`src/rtl/dsh_pkg.sv`:
```
// Shared types and constants for the diamond-square heightmap generator.
`timescale 1ns / 1ps

package dsh_pkg;

  localparam int unsigned COORD_W     = 8;
  localparam int unsigned HEIGHT_W    = 32;
  localparam int unsigned FRAC_W      = 16;
  localparam int unsigned SIZE_W      = 4;
  localparam int unsigned HRED_W      = 17;
  localparam int unsigned AMP_W       = 32;
  localparam int unsigned CFG_INDEX_W = 2;
  localparam int unsigned CFG_DATA_W  = 17;

  // Configuration register indexes.
  localparam logic [CFG_INDEX_W-1:0] CFG_SIZE_LOG2        = 2'd0;
  localparam logic [CFG_INDEX_W-1:0] CFG_HEIGHT_REDUCTION = 2'd1;

  // Configuration reset values.
  localparam logic [SIZE_W-1:0] SIZE_LOG2_RESET        = 4'd8;
  localparam logic [HRED_W-1:0] HEIGHT_REDUCTION_RESET = 17'd32768;

  // Input command codes.
  localparam logic CMD_CLEAR  = 1'b0;
  localparam logic CMD_SAMPLE = 1'b1;

  typedef enum logic [1:0] {
    PH_DIAMOND,
    PH_SQ_FIRST,
    PH_SQ_SECOND,
    PH_DONE
  } phase_t;

  typedef enum logic [2:0] {
    ST_IDLE,
    ST_CLEAR,
    ST_READ,
    ST_SUM,
    ST_CALC,
    ST_WR_FIRST,
    ST_WR_SECOND
  } eng_state_t;

  typedef struct packed {
    logic                       terrain_done;
    logic                       last_in_item;
    logic signed [HEIGHT_W-1:0] height;
    logic [COORD_W-1:0]         row;
    logic [COORD_W-1:0]         column;
  } result_t;

endpackage

```
`src/rtl/dsh_result_fifo.sv`:
```
// Two-entry result queue that separates the engine from the output stream.
`timescale 1ns / 1ps

module dsh_result_fifo (
  input  logic              clk,
  input  logic              rst,
  input  logic              in_valid,
  output logic              in_ready,
  input  dsh_pkg::result_t  in_data,
  output logic              out_valid,
  input  logic              out_ready,
  output dsh_pkg::result_t  out_data
);

  dsh_pkg::result_t entry [2];
  logic       wr_ptr;
  logic       rd_ptr;
  logic [1:0] count;
  logic       push;
  logic       pop;

  assign in_ready  = (count != 2'd2);
  assign out_valid = (count != 2'd0);
  assign out_data  = entry[rd_ptr];
  assign push      = in_valid && in_ready;
  assign pop       = out_valid && out_ready;

  always_ff @(posedge clk) begin
    if (rst) begin
      wr_ptr <= 1'b0;
      rd_ptr <= 1'b0;
      count  <= 2'd0;
    end else begin
      if (push) begin
        wr_ptr <= ~wr_ptr;
      end
      if (pop) begin
        rd_ptr <= ~rd_ptr;
      end
      if (push && !pop) begin
        count <= count + 2'd1;
      end else if (pop && !push) begin
        count <= count - 2'd1;
      end
    end
  end

  always_ff @(posedge clk) begin
    if (push) begin
      entry[wr_ptr] <= in_data;
    end
  end

endmodule

```
`config.mk`:
```
export PLATFORM = sky130hd
export DESIGN_NAME = dsh_result_fifo
export DESIGN_NICKNAME = d
export VERILOG_FILES = /design/src/rtl/dsh_pkg.sv /design/src/rtl/dsh_result_fifo.sv
export SDC_FILE = /design/constraint.sdc
export NUM_CORES = 1
export LEC_CHECK = 0
export CELL_PAD_IN_SITES_DETAIL_PLACEMENT = 1
export CELL_PAD_IN_SITES_GLOBAL_PLACEMENT = 2
export CORE_MARGIN = 2
export CORE_UTILIZATION = 45
export DETAILED_ROUTE_END_ITERATION = 6
export DONT_BUFFER_PORTS = 1
export PLACE_DENSITY_LB_ADDON = 0.12
export SYNTH_ARGS = -nofsm -noshare
export SYNTH_HDL_FRONTEND = slang
export SYNTH_SLANG_ARGS = --single-unit
```
`constraint.sdc`:
```
create_clock -name clk -period 2.9 [get_ports clk]
set_input_delay 0.435 -clock clk [delete_from_list [all_inputs] [get_ports clk]]
set_output_delay 0.435 -clock clk [all_outputs]
set_load 0.02 [all_outputs]
```
==> impl_metrics.tcl <==
set metrics [dict create \
    status "finished, final reports clean" \
    gp_congestion 0.6181 \
    start_util_pct 46.46 \
    yosys_warnings 0 \
    power_density_nw_per_um2 890.0 \
    cap_violations 0 \
    post-synth-top-area-cell "edfxtp_1" \
    core_region_area_um2 8217 \
    worst-path-max-fanout 27 \
    syn_avg_cell_area_um2 21.21 \
    vdd_drop_max_v 0.0004523 \
    dpl_cell_area_um2 3978 \
    final-hold-violation-count 0 \
    root_buffer "clkbuf_8" \
    cts.clk_slew.worst_paths_ps 90 \
    fin_skew_ps 8.487 \
    dp_hpwl_um 4466 \
    grt_max_degree 28 \
    multi_input_area_um2 683.2 \
    setup-tns-final_ps 0 \
    n_antenna_cell 0 \
    synth_area_leaders "edfxtp_1 (79%), mux2_2 (14%), dfxtp_1 (2.6%)" \
    worstPathCellList "buf_12 > mux2_1" \
    ys_top_cells_by_count "edfxtp_1 (100), mux2_2 (46), buf_2 (5), dfxtp_1 (5), mux2_1 (4)" \
    synth_most_common_cell "edfxtp_1" \
    period_share_pct 77.88 \
    ys_ff_latch 105 \
    clkLatencyLatePin_ps 360 \
    worstPathRequired_ps 2470 \
    cts_resized 0 \
    critPathCaptureType "output port" \
    crit_path_start_kind "flop" \
    cp_num_buf_inv 1 \
    die_area_um2 9236 \
    cts_made_buffers 9 \
    slew_viol_final 0 \
    grt_pass1_wl_um 9142 \
    slowest_delay_ps 730 \
    slew_headroom_pct 58.40 \
    grtUsageTotal_pct 14.05 \
    die_y_um 96.11 \
    n_fill_cell 737 \
    fin_crit_ps 2259 \
    tightest_slew_ps 624.1 \
    drt-total-wl_um 6270 \
    final_layout_size_suffix_gt1_share_pct 35.57 \
    cts-hold-fix-buffers 0 \
    first_pass_iters 4 \
    grt-ovfl-total 0 \
    grt_pass1_vias 1676 \
    syn_to_final_growth_pct 8.751 \
    ant_nets 0 \
    design_area_um2 4151 \
    io_pins 106 \
    max_freq_mhz 442.7 \
    ys_types 19 \
    placedCellCount 283 \
    cts_sinks 105 \
    placement_rows 33 \
    clock_path_buffers 2 \
    leakagePower_uw 0.001329 \
    crit_path_top_delay_cell "dfxtp_2" \
    worstSetupPathType "flop to output port" \
    drt-vias-per-instance 5.187 \
    syn_area_um2 3817 \
    nets 244 \
    min_path_type "input port to flop" \
    final-seq-area_um2 3104 \
    post_cts_buffers 0 \
    io_buffers 0 \
    synthCells 180 \
    antenna_found_initial 0 \
    ys_async_sr_fraction_pct 0 \
    ys_seq_area_share_pct 81.28 \
    cp.arrival_ps 1820 \
    num_vias 1551 \
    synth-edff-count 100 \
    path_delay_family "flip-flops" \
    stdcell_count 299 \
    synthFlopType "edfxtp_1" \
    htreeDepth 3 \
    synth_top_cell_area_share_pct 78.66 \
    synth_fp_nets 235 \
    drt_iter0_drc 67 \
    drc 0 \
    tritoncts "built" \
    post_drt_wl_per_cell_um 20.97 \
    setup_violations 0 \
    die_w_um 96.11 \
    rsz0062_at_grt "no" \
]
==> metrics by stage <==
step / utilization (%) / setup slack, ps / total power, uW / hold WS, ps
floorplan: - / 521.1 / 2791 / 470.5
global placement: 48.41 / 937.6 / 2932 / 484.3
detailed placement: 48.41 / 841.5 / 2967 / 500.8
CTS: 50.53 / 593.9 / 3744 / 119.7
global route: 50.53 / 527.9 / 3849 / 121.4
finish: 50.53 / 641.4 / 3695 / 132.6
==> cell type report <==
type,instances,share of cell area [%]
Tap cell,105,3.165
Inverter,1,0.09042
Sequential cell,105,74.77
Timing Repair Buffer,4,1.326
Clock inverter,5,1.025
Multi-Input combinational cell,68,16.46
Clock buffer,11,3.165
==> registers in the layout (all words and copies together), names as in the netlist, named ones only <==
| register | count |
|---|---|
| entry | 100 |
| count | 2 |
| rd_ptr | 1 |
| wr_ptr | 1 |
==> final timing paths <==
path	from	endpoint	slack [ps]	cells past startpoint
setup / recovery	flop	out_data[44]	640	2
hold / removal	rst	wr_ptr	130	1
setup reg to reg	count[0]	entry[0][34]	860	4
hold reg to reg	rd_ptr	rd_ptr	510	2
==> cells in the final DEF (no fill, tap or decap), types with 2 or more instances in the layout <==
cell type,count
edfxtp_1,100
mux2_2,46
clkbuf_8,9
mux2_1,4
clkinv_4,4
dfxtp_1,4
xor2_1,3
nor2_1,3
o21ai_0,2
a21oi_1,2
clkbuf_1,2
buf_12,2
buf_4,2
==> where the power goes <==
part | internal [uW] | switching (uW) | total (uW)
Clock | 319 | 466 | 785
Combinational | 317 | 597 | 914
Sequential | 1890 | 101 | 2000
==> metal layers <==
| metal | global-route usage [%] | vias up | part of all wire (%) |
|---|---|---|---|
| li1 | - | 716 | - |
| met1 | 14.53 | 761 | 35 |
| met2 | 23.03 | 66 | 51 |
| met3 | 7.909 | 8 | 13 |
| met4 | 6.667 | 0 | 1.1 |
| met5 | 0 | - | 0 |
==> logic make-up after synthesis <==
| family | after synthesis | synth area share [%] |
|---|---|---|
| AO/OA/AOI/OAI | 5 | 0.7867 |
| XOR/XNOR | 3 | 0.6884 |
| adder cells (fa/ha/maj) | 1 | 0.3277 |
| buffers and inverters | 7 | 0.8519 |
| flip-flops | 105 | 81.28 |
| multiplexers | 50 | 14.75 |
| AND/OR/NAND/NOR | 9 | 1.312 |
No activity file was read; power rests on OpenSTA's default activity.
