--- src/rtl/dsh_pkg.sv ---
// Shared types and constants for the diamond-square heightmap generator.
`timescale 1ns / 1ps

package dsh_pkg;

  localparam int unsigned COORD_W     = 8;
  localparam int unsigned HEIGHT_W    = 32;
  localparam int unsigned FRAC_W      = 16;
  localparam int unsigned SIZE_W      = 4;
  localparam int unsigned HRED_W      = 17;
  localparam int unsigned AMP_W       = 32;
  localparam int unsigned CFG_INDEX_W = 2;
  localparam int unsigned CFG_DATA_W  = 17;

  // Configuration register indexes.
  localparam logic [CFG_INDEX_W-1:0] CFG_SIZE_LOG2        = 2'd0;
  localparam logic [CFG_INDEX_W-1:0] CFG_HEIGHT_REDUCTION = 2'd1;

  // Configuration reset values.
  localparam logic [SIZE_W-1:0] SIZE_LOG2_RESET        = 4'd8;
  localparam logic [HRED_W-1:0] HEIGHT_REDUCTION_RESET = 17'd32768;

  // Input command codes.
  localparam logic CMD_CLEAR  = 1'b0;
  localparam logic CMD_SAMPLE = 1'b1;

  typedef enum logic [1:0] {
    PH_DIAMOND,
    PH_SQ_FIRST,
    PH_SQ_SECOND,
    PH_DONE
  } phase_t;

  typedef enum logic [2:0] {
    ST_IDLE,
    ST_CLEAR,
    ST_READ,
    ST_SUM,
    ST_CALC,
    ST_WR_FIRST,
    ST_WR_SECOND
  } eng_state_t;

  typedef struct packed {
    logic                       terrain_done;
    logic                       last_in_item;
    logic signed [HEIGHT_W-1:0] height;
    logic [COORD_W-1:0]         row;
    logic [COORD_W-1:0]         column;
  } result_t;

endpackage

--- src/rtl/dsh_engine.sv ---
// Read-modify-write sequencer: cell addressing, averaging, displacement and level stepping.
`timescale 1ns / 1ps

module dsh_engine #(
  parameter int LOG_SIDE = 8
) (
  input  logic                    clk,
  input  logic                    rst,
  input  logic [3:0]              cfg_size_log2,
  input  logic [16:0]             cfg_height_reduction,
  input  logic                    in_valid,
  input  logic                    in_cmd,
  input  logic [15:0]             in_frac,
  output logic                    in_ready,
  output logic                    out_valid,
  input  logic                    out_ready,
  output dsh_pkg::result_t        out_result,
  output logic                    ram_wr_en,
  output logic [2*LOG_SIDE-1:0]   ram_wr_addr,
  output logic [31:0]             ram_wr_data,
  output logic                    ram_rd_en,
  output logic [2*LOG_SIDE-1:0]   ram_rd_addr,
  input  logic [31:0]             ram_rd_data
);

  localparam int CW = LOG_SIDE;
  localparam int LW = LOG_SIDE + 1;
  localparam int AW = 2 * LOG_SIDE;
  localparam logic [3:0] LogMax = 4'(LOG_SIDE);
  localparam int RstLog = (int'(dsh_pkg::SIZE_LOG2_RESET) > LOG_SIDE) ? LOG_SIDE :
                          (int'(dsh_pkg::SIZE_LOG2_RESET) < 1) ? 1 :
                          int'(dsh_pkg::SIZE_LOG2_RESET);
  localparam logic [LW-1:0] RstSide = LW'(1) << RstLog;
  localparam logic [31:0]   RstAmp  = 32'(RstSide) << 15;

  dsh_pkg::eng_state_t state, state_next;

  // Generation state.
  logic [LW-1:0]     level_size;
  logic [CW-1:0]     cell_column;
  logic [CW-1:0]     cell_row;
  dsh_pkg::phase_t   step_phase;
  logic [31:0]       current_amplitude;
  logic signed [31:0] held_left_mid;

  // Per-item working registers.
  logic [1:0]         rd_cnt;
  logic               rd_pending;
  logic signed [33:0] sum;
  logic [32:0]        smp_prod;
  logic signed [31:0] new_height;
  logic [AW-1:0]      clr_cnt;

  logic take;
  logic take_sample;
  logic take_clear;
  logic final_write;

  // Current side and mask.
  logic [3:0]    size_l;
  logic [LW-1:0] side;
  logic [CW-1:0] m;

  always_comb begin
    if (cfg_size_log2 < 4'd1) begin
      size_l = 4'd1;
    end else if (cfg_size_log2 > LogMax) begin
      size_l = LogMax;
    end else begin
      size_l = cfg_size_log2;
    end
  end

  assign side = LW'(1) << size_l;
  assign m    = CW'(side - LW'(1));

  // Cell coordinates and neighbors, wrapped to the current side.
  logic [CW-1:0] x, y, nx, ny, nx_w, ny_w, mx, my, pmx, pmy, half_c;
  logic [LW-1:0] nx_sum, ny_sum, half;

  assign x      = cell_column & m;
  assign y      = cell_row & m;
  assign half   = level_size >> 1;
  assign half_c = half[CW-1:0];
  assign nx_sum = LW'(x) + level_size;
  assign ny_sum = LW'(y) + level_size;
  assign nx_w   = nx_sum[CW-1:0] & m;
  assign ny_w   = ny_sum[CW-1:0] & m;
  // A neighbor that wraps past the edge sticks to the last row or column.
  assign nx     = (nx_w < x) ? m : nx_w;
  assign ny     = (ny_w < y) ? m : ny_w;
  assign mx     = (x + half_c) & m;
  assign my     = (y + half_c) & m;
  assign pmx    = (x - half_c) & m;
  assign pmy    = (y - half_c) & m;

  // Read address selection by phase and read slot.
  logic [1:0]    rd_idx;
  logic [CW-1:0] rd_x, rd_y;

  assign rd_idx = (state == dsh_pkg::ST_IDLE) ? 2'd0 : rd_cnt;

  always_comb begin
    rd_x = x;
    rd_y = y;
    case (step_phase)
      dsh_pkg::PH_DIAMOND: begin
        case (rd_idx)
          2'd0: begin rd_x = x;  rd_y = y;  end
          2'd1: begin rd_x = nx; rd_y = y;  end
          2'd2: begin rd_x = x;  rd_y = ny; end
          default: begin rd_x = nx; rd_y = ny; end
        endcase
      end
      dsh_pkg::PH_SQ_FIRST: begin
        case (rd_idx)
          2'd0: begin rd_x = x;   rd_y = y;  end
          2'd1: begin rd_x = mx;  rd_y = my; end
          2'd2: begin rd_x = x;   rd_y = ny; end
          default: begin rd_x = pmx; rd_y = my; end
        endcase
      end
      default: begin
        case (rd_idx)
          2'd0: begin rd_x = x;  rd_y = y;   end
          2'd1: begin rd_x = mx; rd_y = my;  end
          2'd2: begin rd_x = nx; rd_y = y;   end
          default: begin rd_x = mx; rd_y = pmy; end
        endcase
      end
    endcase
  end

  assign ram_rd_addr = {rd_y, rd_x};

  // Advance to the next cell, pass or level.
  logic [LW-1:0]   col_sum, row_sum, level_half;
  logic            col_wrap, row_wrap;
  logic [48:0]     amp_full;
  logic [33:0]     amp_rnd;
  logic [31:0]     amp_upd;
  dsh_pkg::phase_t adv_base, adv_phase;
  logic [CW-1:0]   adv_col, adv_row;
  logic [LW-1:0]   adv_level;
  logic [31:0]     adv_amp;

  assign col_sum    = LW'(cell_column) + level_size;
  assign row_sum    = LW'(cell_row) + level_size;
  assign col_wrap   = (col_sum >= side);
  assign row_wrap   = (row_sum >= side);
  assign level_half = level_size >> 1;
  assign amp_full   = 49'(current_amplitude) * 49'(cfg_height_reduction);
  assign amp_rnd    = 34'((50'(amp_full) + 50'd32768) >> 16);
  assign amp_upd    = (amp_rnd > 34'h0_FFFF_FFFF) ? 32'hFFFF_FFFF : amp_rnd[31:0];
  // The second square sample steps from the first-square phase.
  assign adv_base   = (step_phase == dsh_pkg::PH_SQ_SECOND) ? dsh_pkg::PH_SQ_FIRST
                                                             : step_phase;

  always_comb begin
    adv_col   = col_wrap ? '0 : col_sum[CW-1:0];
    adv_row   = cell_row;
    adv_level = level_size;
    adv_amp   = current_amplitude;
    adv_phase = adv_base;
    if (col_wrap) begin
      adv_row = row_wrap ? '0 : row_sum[CW-1:0];
      if (row_wrap) begin
        if (adv_base == dsh_pkg::PH_DIAMOND) begin
          adv_phase = dsh_pkg::PH_SQ_FIRST;
        end else begin
          adv_level = level_half;
          adv_amp   = amp_upd;
          adv_phase = (level_half == '0) ? dsh_pkg::PH_DONE : dsh_pkg::PH_DIAMOND;
        end
      end
    end
  end

  // Height: floor of the four-cell mean plus the displacement, saturated.
  logic signed [31:0] avg;
  logic signed [34:0] disp;
  logic signed [35:0] total;
  logic signed [31:0] calc_height;

  assign avg   = sum[33:2];
  assign disp  = $signed({2'b00, smp_prod}) - $signed({3'b000, current_amplitude});
  assign total = 36'(avg) + 36'(disp);

  always_comb begin
    if (total[35:31] == 5'b00000 || total[35:31] == 5'b11111) begin
      calc_height = total[31:0];
    end else if (total[35]) begin
      calc_height = 32'sh8000_0000;
    end else begin
      calc_height = 32'sh7FFF_FFFF;
    end
  end

  assign take        = (state == dsh_pkg::ST_IDLE) && in_valid;
  assign take_clear  = take && (in_cmd == dsh_pkg::CMD_CLEAR);
  assign take_sample = take && (in_cmd == dsh_pkg::CMD_SAMPLE) &&
                       (step_phase != dsh_pkg::PH_DONE) && (level_size != '0);
  assign final_write = out_ready &&
                       (((state == dsh_pkg::ST_WR_FIRST) &&
                         (step_phase == dsh_pkg::PH_DIAMOND)) ||
                        (state == dsh_pkg::ST_WR_SECOND));

  always_ff @(posedge clk) begin
    if (rst) begin
      state <= dsh_pkg::ST_CLEAR;
    end else begin
      state <= state_next;
    end
  end

  logic [CW-1:0] wr_x, wr_y;

  always_comb begin
    state_next   = state;
    in_ready     = 1'b0;
    ram_rd_en    = 1'b0;
    ram_wr_en    = 1'b0;
    out_valid    = 1'b0;
    wr_x         = mx;
    wr_y         = my;
    ram_wr_data  = new_height;
    out_result.terrain_done = 1'b0;
    out_result.last_in_item = 1'b1;
    unique case (state)
      dsh_pkg::ST_IDLE: begin
        in_ready = 1'b1;
        if (take_clear) begin
          state_next = dsh_pkg::ST_CLEAR;
        end else if (take_sample) begin
          ram_rd_en  = 1'b1;
          state_next = dsh_pkg::ST_READ;
        end
      end
      dsh_pkg::ST_CLEAR: begin
        ram_wr_en   = 1'b1;
        ram_wr_data = '0;
        if (clr_cnt == '1) begin
          state_next = dsh_pkg::ST_IDLE;
        end
      end
      dsh_pkg::ST_READ: begin
        ram_rd_en = 1'b1;
        if (rd_cnt == 2'd3) begin
          state_next = dsh_pkg::ST_SUM;
        end
      end
      dsh_pkg::ST_SUM: begin
        state_next = dsh_pkg::ST_CALC;
      end
      dsh_pkg::ST_CALC: begin
        state_next = (step_phase == dsh_pkg::PH_SQ_FIRST) ? dsh_pkg::ST_IDLE
                                                          : dsh_pkg::ST_WR_FIRST;
      end
      dsh_pkg::ST_WR_FIRST: begin
        out_valid = 1'b1;
        if (step_phase != dsh_pkg::PH_DIAMOND) begin
          wr_y = y;
          out_result.last_in_item = 1'b0;
        end
        if (out_ready) begin
          ram_wr_en  = 1'b1;
          state_next = (step_phase == dsh_pkg::PH_DIAMOND) ? dsh_pkg::ST_IDLE
                                                           : dsh_pkg::ST_WR_SECOND;
        end
      end
      dsh_pkg::ST_WR_SECOND: begin
        out_valid   = 1'b1;
        wr_x        = x;
        wr_y        = my;
        ram_wr_data = held_left_mid;
        out_result.terrain_done = (adv_phase == dsh_pkg::PH_DONE);
        if (out_ready) begin
          ram_wr_en  = 1'b1;
          state_next = dsh_pkg::ST_IDLE;
        end
      end
      default: begin
        state_next = dsh_pkg::ST_IDLE;
      end
    endcase
    ram_wr_addr = (state == dsh_pkg::ST_CLEAR) ? clr_cnt : {wr_y, wr_x};
    out_result.height = ram_wr_data;
    out_result.column = 8'(wr_x);
    out_result.row    = 8'(wr_y);
  end

  // Control and generation state.
  always_ff @(posedge clk) begin
    if (rst) begin
      level_size        <= RstSide;
      cell_column       <= '0;
      cell_row          <= '0;
      step_phase        <= dsh_pkg::PH_DIAMOND;
      current_amplitude <= RstAmp;
      clr_cnt           <= '0;
      rd_cnt            <= 2'd1;
      rd_pending        <= 1'b0;
    end else begin
      rd_pending <= ram_rd_en;
      if (take_clear) begin
        level_size        <= side;
        cell_column       <= '0;
        cell_row          <= '0;
        step_phase        <= dsh_pkg::PH_DIAMOND;
        current_amplitude <= 32'(side) << 15;
        clr_cnt           <= '0;
      end
      if (state == dsh_pkg::ST_CLEAR) begin
        clr_cnt <= clr_cnt + AW'(1);
      end
      if (state == dsh_pkg::ST_IDLE) begin
        rd_cnt <= 2'd1;
      end else if (state == dsh_pkg::ST_READ) begin
        rd_cnt <= rd_cnt + 2'd1;
      end
      if (state == dsh_pkg::ST_CALC && step_phase == dsh_pkg::PH_SQ_FIRST) begin
        step_phase <= dsh_pkg::PH_SQ_SECOND;
      end
      if (final_write) begin
        cell_column       <= adv_col;
        cell_row          <= adv_row;
        level_size        <= adv_level;
        current_amplitude <= adv_amp;
        step_phase        <= adv_phase;
      end
    end
  end

  // Datapath registers.
  always_ff @(posedge clk) begin
    if (take_sample) begin
      sum      <= '0;
      // The full product is kept before the shift; only the top part is stored.
      smp_prod <= 33'((49'({current_amplitude, 1'b0}) * 49'(in_frac)) >> 16);
    end else if (rd_pending) begin
      sum <= sum + {{2{ram_rd_data[31]}}, ram_rd_data};
    end
    if (state == dsh_pkg::ST_CALC) begin
      if (step_phase == dsh_pkg::PH_SQ_FIRST) begin
        held_left_mid <= calc_height;
      end else begin
        new_height <= calc_height;
      end
    end
  end

endmodule

--- config.mk ---
export PLATFORM = sky130hd
export DESIGN_NAME = dsh_engine
export DESIGN_NICKNAME = d
export VERILOG_FILES = /design/src/rtl/dsh_pkg.sv /design/src/rtl/dsh_engine.sv
export SDC_FILE = /design/constraint.sdc
export NUM_CORES = 2
export LEC_CHECK = 0
export BUFFER_PORTS_ARGS = -buffer_cell sky130_fd_sc_hd__buf_2
export CAP_MARGIN = 30
export CELL_PAD_IN_SITES_DETAIL_PLACEMENT = 1
export CELL_PAD_IN_SITES_GLOBAL_PLACEMENT = 1
export CORE_MARGIN = 2
export CORE_UTILIZATION = 25
export CTS_CLUSTER_DIAMETER = 60
export DETAILED_ROUTE_END_ITERATION = 10
export GPL_TIMING_DRIVEN = 1
export PLACE_DENSITY = 0.47
export SYNTH_ARGS = -nofsm -noshare
export SYNTH_HDL_FRONTEND = slang
export SYNTH_SLANG_ARGS = --single-unit
--- constraint.sdc ---
create_clock -name clk -period 18.4 [get_ports clk]
set_input_delay 3.68 -clock clk [delete_from_list [all_inputs] [get_ports clk]]
set_output_delay 3.68 -clock clk [all_outputs]
set_load 0.02 [all_outputs]
==> impl_summary.log <==
[metrics] count of buffering cells on the critical path with inverters included: 3
[metrics] depth of the worst hold-timing path: 1
[metrics] arrival time at the worst endpoint: 8.92 ns
[metrics] Max Buffers Root-to-Sink: 3
[metrics] sequential-to-total area share from yosys stat: 0.104
[metrics] final period utilization: 0.685
[metrics] later-pin clock latency in the skew report: 0.60 ns
[metrics] fraction of met2 tracks used by global routing: 0.309
[metrics] cell-internal power: 1.03 mW
[metrics] fraction of registers with async set or reset after synthesis: 0
[metrics] endpoint class of the critical path: primary output
[metrics] Power Dens Cells: 27.1 mW/mm2
[metrics] IR Drop Worst-Case VDD: 0.0491 mV
[metrics] Required @ worst endpoint: between 10 and 15 ns
[metrics] vias in the first global route: 44300
[metrics] Die X-Extent: 452 um
[metrics] detailed-routing iteration count for the pre-antenna-repair pass: 5
[metrics] GRT Resource Usage Total: 0.176
[metrics] unrepaired setup endpoints after global routing: false
[metrics] clock power share: 0.493
[metrics] largest cells by area after synthesis: fa_1 35%, ha_1 11%, inv_1 7.7%, nand2_1 6.7%, edfxtp_1 5.8%
[metrics] area growth from synthesis to layout: 9.95%
[metrics] layer with the highest usage: met2
[metrics] min-delay src: clr_cnt[10]
[metrics] number of antenna violations at the first check in global routing: 13
[metrics] synthesis-stage register bit count: 212
[metrics] share of the synthesized area in the top cell type: 0.351
[metrics] area of placed instances: 0.0537 mm2
[metrics] DP HPWL: around 130000 um
[metrics] Post-Syn Area per Cell: 8.59 um2
[metrics] Final #Nets: 7238
[metrics] remaining antenna violation count: 0
[metrics] violation count after the first detailed-route iteration: 1662
[metrics] number of top-level design ports: approximately 190
[metrics] number of instances in the synthesized netlist: 5830
[metrics] wire length of the first global-routing pass: 276000 um
[metrics] top post-synthesis cells by count: 1022 x inv_1, 890 x nand2_1, 878 x fa_1, 460 x ha_1, 418 x and2_1
[metrics] number of synthesized flops with an enable pin: 97
[metrics] RR Endpoint: current_amplitude[23]
[metrics] filler cell count in the final layout: 23600
[metrics] worst min-delay path category: register to register
[metrics] power share of the sequential group: 0.339
[metrics] number of DRC violations after detailed routing: 0
[metrics] result of the run: finished clean
[metrics] final design area excluding fillers: approximately 0.055 mm2
[metrics] number of synthesis warnings: 0
[metrics] Clock Pin Slew Worst Setup and Hold Paths: 0.05 ns
[metrics] Pleak: between 20 and 30 nW
[metrics] clock tree skew after final layout: 0.0208 ns
[metrics] post-place setup slack: ~5.8 ns
[metrics] WS Path Type: primary input to primary output
[metrics] final hold violation count: 0
[metrics] minimum clock period after layout: 12.60 ns
[metrics] sum of overflow across all layers after global routing: 0
[metrics] routability-driven placement congestion ratio: 0.820
[metrics] Resize count post-CTS: 0
[metrics] deepest level of the CTS H-tree: 2
[metrics] Top FF cell, synth: dfxtp_1
[metrics] vertical die dimension: 452 um
[metrics] initial core utilization: 0.251
[metrics] leading cell type by number of instances after synthesis: inv_1
[metrics] netlist area before placement: 0.0501 mm2
[metrics] Combinational Power Share: 0.168
[metrics] worst-path fanout max: 18
[metrics] family of cells with the greatest summed delay on the critical path: compound AO/OA/AOI/OAI gates
[metrics] number of failing setup endpoints in the final timing report: 0
[metrics] startpoint type of the worst setup path: primary input
[metrics] final total negative setup slack: 0 ns
[metrics] beginning of the worst register-to-register path: current_amplitude[15]
[metrics] final slew viol count: 0
[metrics] final standard cell count with taps included and fillers excluded: 8517
[metrics] critical path launch point: cfg_size_log2[3]
[metrics] number of max-capacitance violations reported: 0
[metrics] setup slack on the worst flop-to-flop path: 9.42 ns
[metrics] post-detailed-route via-to-cell ratio: 4.67
[metrics] Cell Chain, Critical Path: buf_2, or3_1, ha_1, nand2b_1, inv_1, ha_1, a21o_1, a21oi_1, o21bai_1, a21oi_1, o21bai_1, a21oi_1, xnor2_1, and2_1, ha_1, nor3_1, a211o_1, nor2_1, o32a_1, o21a_1, nor3_1, buf_2
[metrics] switching power summed over all nets: 464 uW
[metrics] per-cell routed wire length: between 20 and 25 um
[metrics] crit-path max cell delay: 0.57 ns
[metrics] maximum clock frequency: 0.0794 GHz
[metrics] Clock Sink Count: 212
[metrics] core area: 0.199 mm2
[metrics] number of distinct library cells after synthesis: 83
[metrics] final wirelength: 177000 um
[metrics] count of port buffers added during placement: 191
[metrics] total die area: 0.204 mm2
[metrics] Max stage delay cell, worst path: ha_1
[metrics] fraction of layout instances using a drive strength above 1: 0.0664
[metrics] Sw Ratio: 0.311
[metrics] met1 usage: 0.239
[metrics] worst rel slew slack: 0.277
[metrics] Cells after DPL: ~8400
[metrics] Hold EP: clr_cnt[10]
[metrics] Min Hold Slack: a little under 0.5 ns
[metrics] Final WS setup: 5.80 ns
[metrics] actual slew at the worst max-slew pin: 1.07 ns
[metrics] number of rows in the core area: 164
[metrics] cell taking the most area after synthesis: fa_1
[metrics] worst r2r path cells: 24
[metrics] TritonCTS clock tree: done
[metrics] root cell of the clock tree: clkbuf_16
[metrics] largest net degree at the start of global routing: 56
[metrics] met3 routing resource usage after global routing: 0.0130
[metrics] number of CTS-inserted buffers: 38
[metrics] number of hold buffers added after cts: 0
[metrics] post-CTS setup repair buffer count: 0
[metrics] vias post-DR: approximately 40000
state kept, by name, summed over array words and instances (netlist names):
| register | cells |
|---|---|
| clr_cnt | 16 |
| state | 3 |
| cell_column | 8 |
| current_amplitude | 32 |
| cell_row | 8 |
| sum | 34 |
| rd_pending | 1 |
| held_left_mid | 32 |
| new_height | 32 |
| step_phase | 2 |
| smp_prod | 33 |
| level_size | 9 |
| rd_cnt | 2 |
power groups by stage:
stage / clock network, mW / logic, mW / registers (mW)
after CTS: 0.761 / 0.254 / 0.506
final: 0.737 / 0.251 / 0.505
after global placement: 0 / 0.250 / 0.515
after global routing: 0.778 / 0.279 / 0.506
after floorplan: 0 / 0.154 / 0.512
after detailed placement: 0 / 0.253 / 0.515
per-stage QoR:
step	util	total power, mW
floorplan	-	0.666
global placement	0.269	0.765
detailed placement	0.269	0.768
CTS	0.276	1.52
global route	0.276	1.56
finish	0.276	1.49
layout by cell type, fill, tap and decap left out, types with 94 or more instances in the layout:
master    instances
a21oi_1         232
and2_1          417
buf_2           196
buf_4            94
dfxtp_1         114
edfxtp_1         97
fa_1            878
ha_1            460
inv_1          1022
nand2_1         890
nor2_1          255
o21ai_0         141
xnor2_1         138
area by class of cell:
type | instances | area [um2] | share of cell area
inverters | 1024 | 3840 | 0.0698
repair buffers | 292 | 1730 | 0.0314
diodes | 5 | 12.5 | 0.000227
multi-input cells | 4258 | 39600 | 0.720
clock inverters | 22 | 245 | 0.00445
well taps | 2656 | 3320 | 0.0604
flip-flops and latches | 212 | 5220 | 0.0948
clock buffers | 48 | 1050 | 0.0191
cells by family after synthesis:
kind of cell | after synthesis | share of synthesized area
AND/OR/NAND/NOR | 1844 | 0.172
other | 2 | 0.000150
XOR/XNOR | 191 | 0.0334
multiplexers | 35 | 0.00720
flip-flops | 212 | 0.104
AO/OA/AOI/OAI | 847 | 0.112
buffers and inverters | 1361 | 0.105
adder cells (fa/ha/maj) | 1338 | 0.466
layer usage:
metal	vias up	wire, um
li1	18300	-
met1	20800	83500
met2	466	86500
met3	139	4100
met4	10	2680
met5	-	56
worst max-delay path by stage:
stage / to / slack, ns / cells after the start
5_1_grt: ram_rd_addr[4] / 5.38 / 22
6_report: ram_rd_addr[4] / 5.80 / 22
3_5_place_dp: ram_rd_addr[4] / 5.83 / 22
4_1_cts: ram_rd_addr[4] / 5.84 / 21
2_1_floorplan: ram_rd_addr[4] / 6.61 / 22
3_3_place_gp: ram_rd_addr[12] / 5.67 / 24
worst register-to-register path, delay by kind of cell (launching register included):
family | cells | cell delay [ns]
buffers and inverters | 5 | 1.08
multiplexers | 1 | 0.34
flip-flops | 1 | 0.84
AND/OR/NAND/NOR | 3 | 0.54
adder cells (fa/ha/maj) | 7 | 3.52
AO/OA/AOI/OAI | 8 | 2.58
Note: power is estimated with default switching activity, not from simulation.
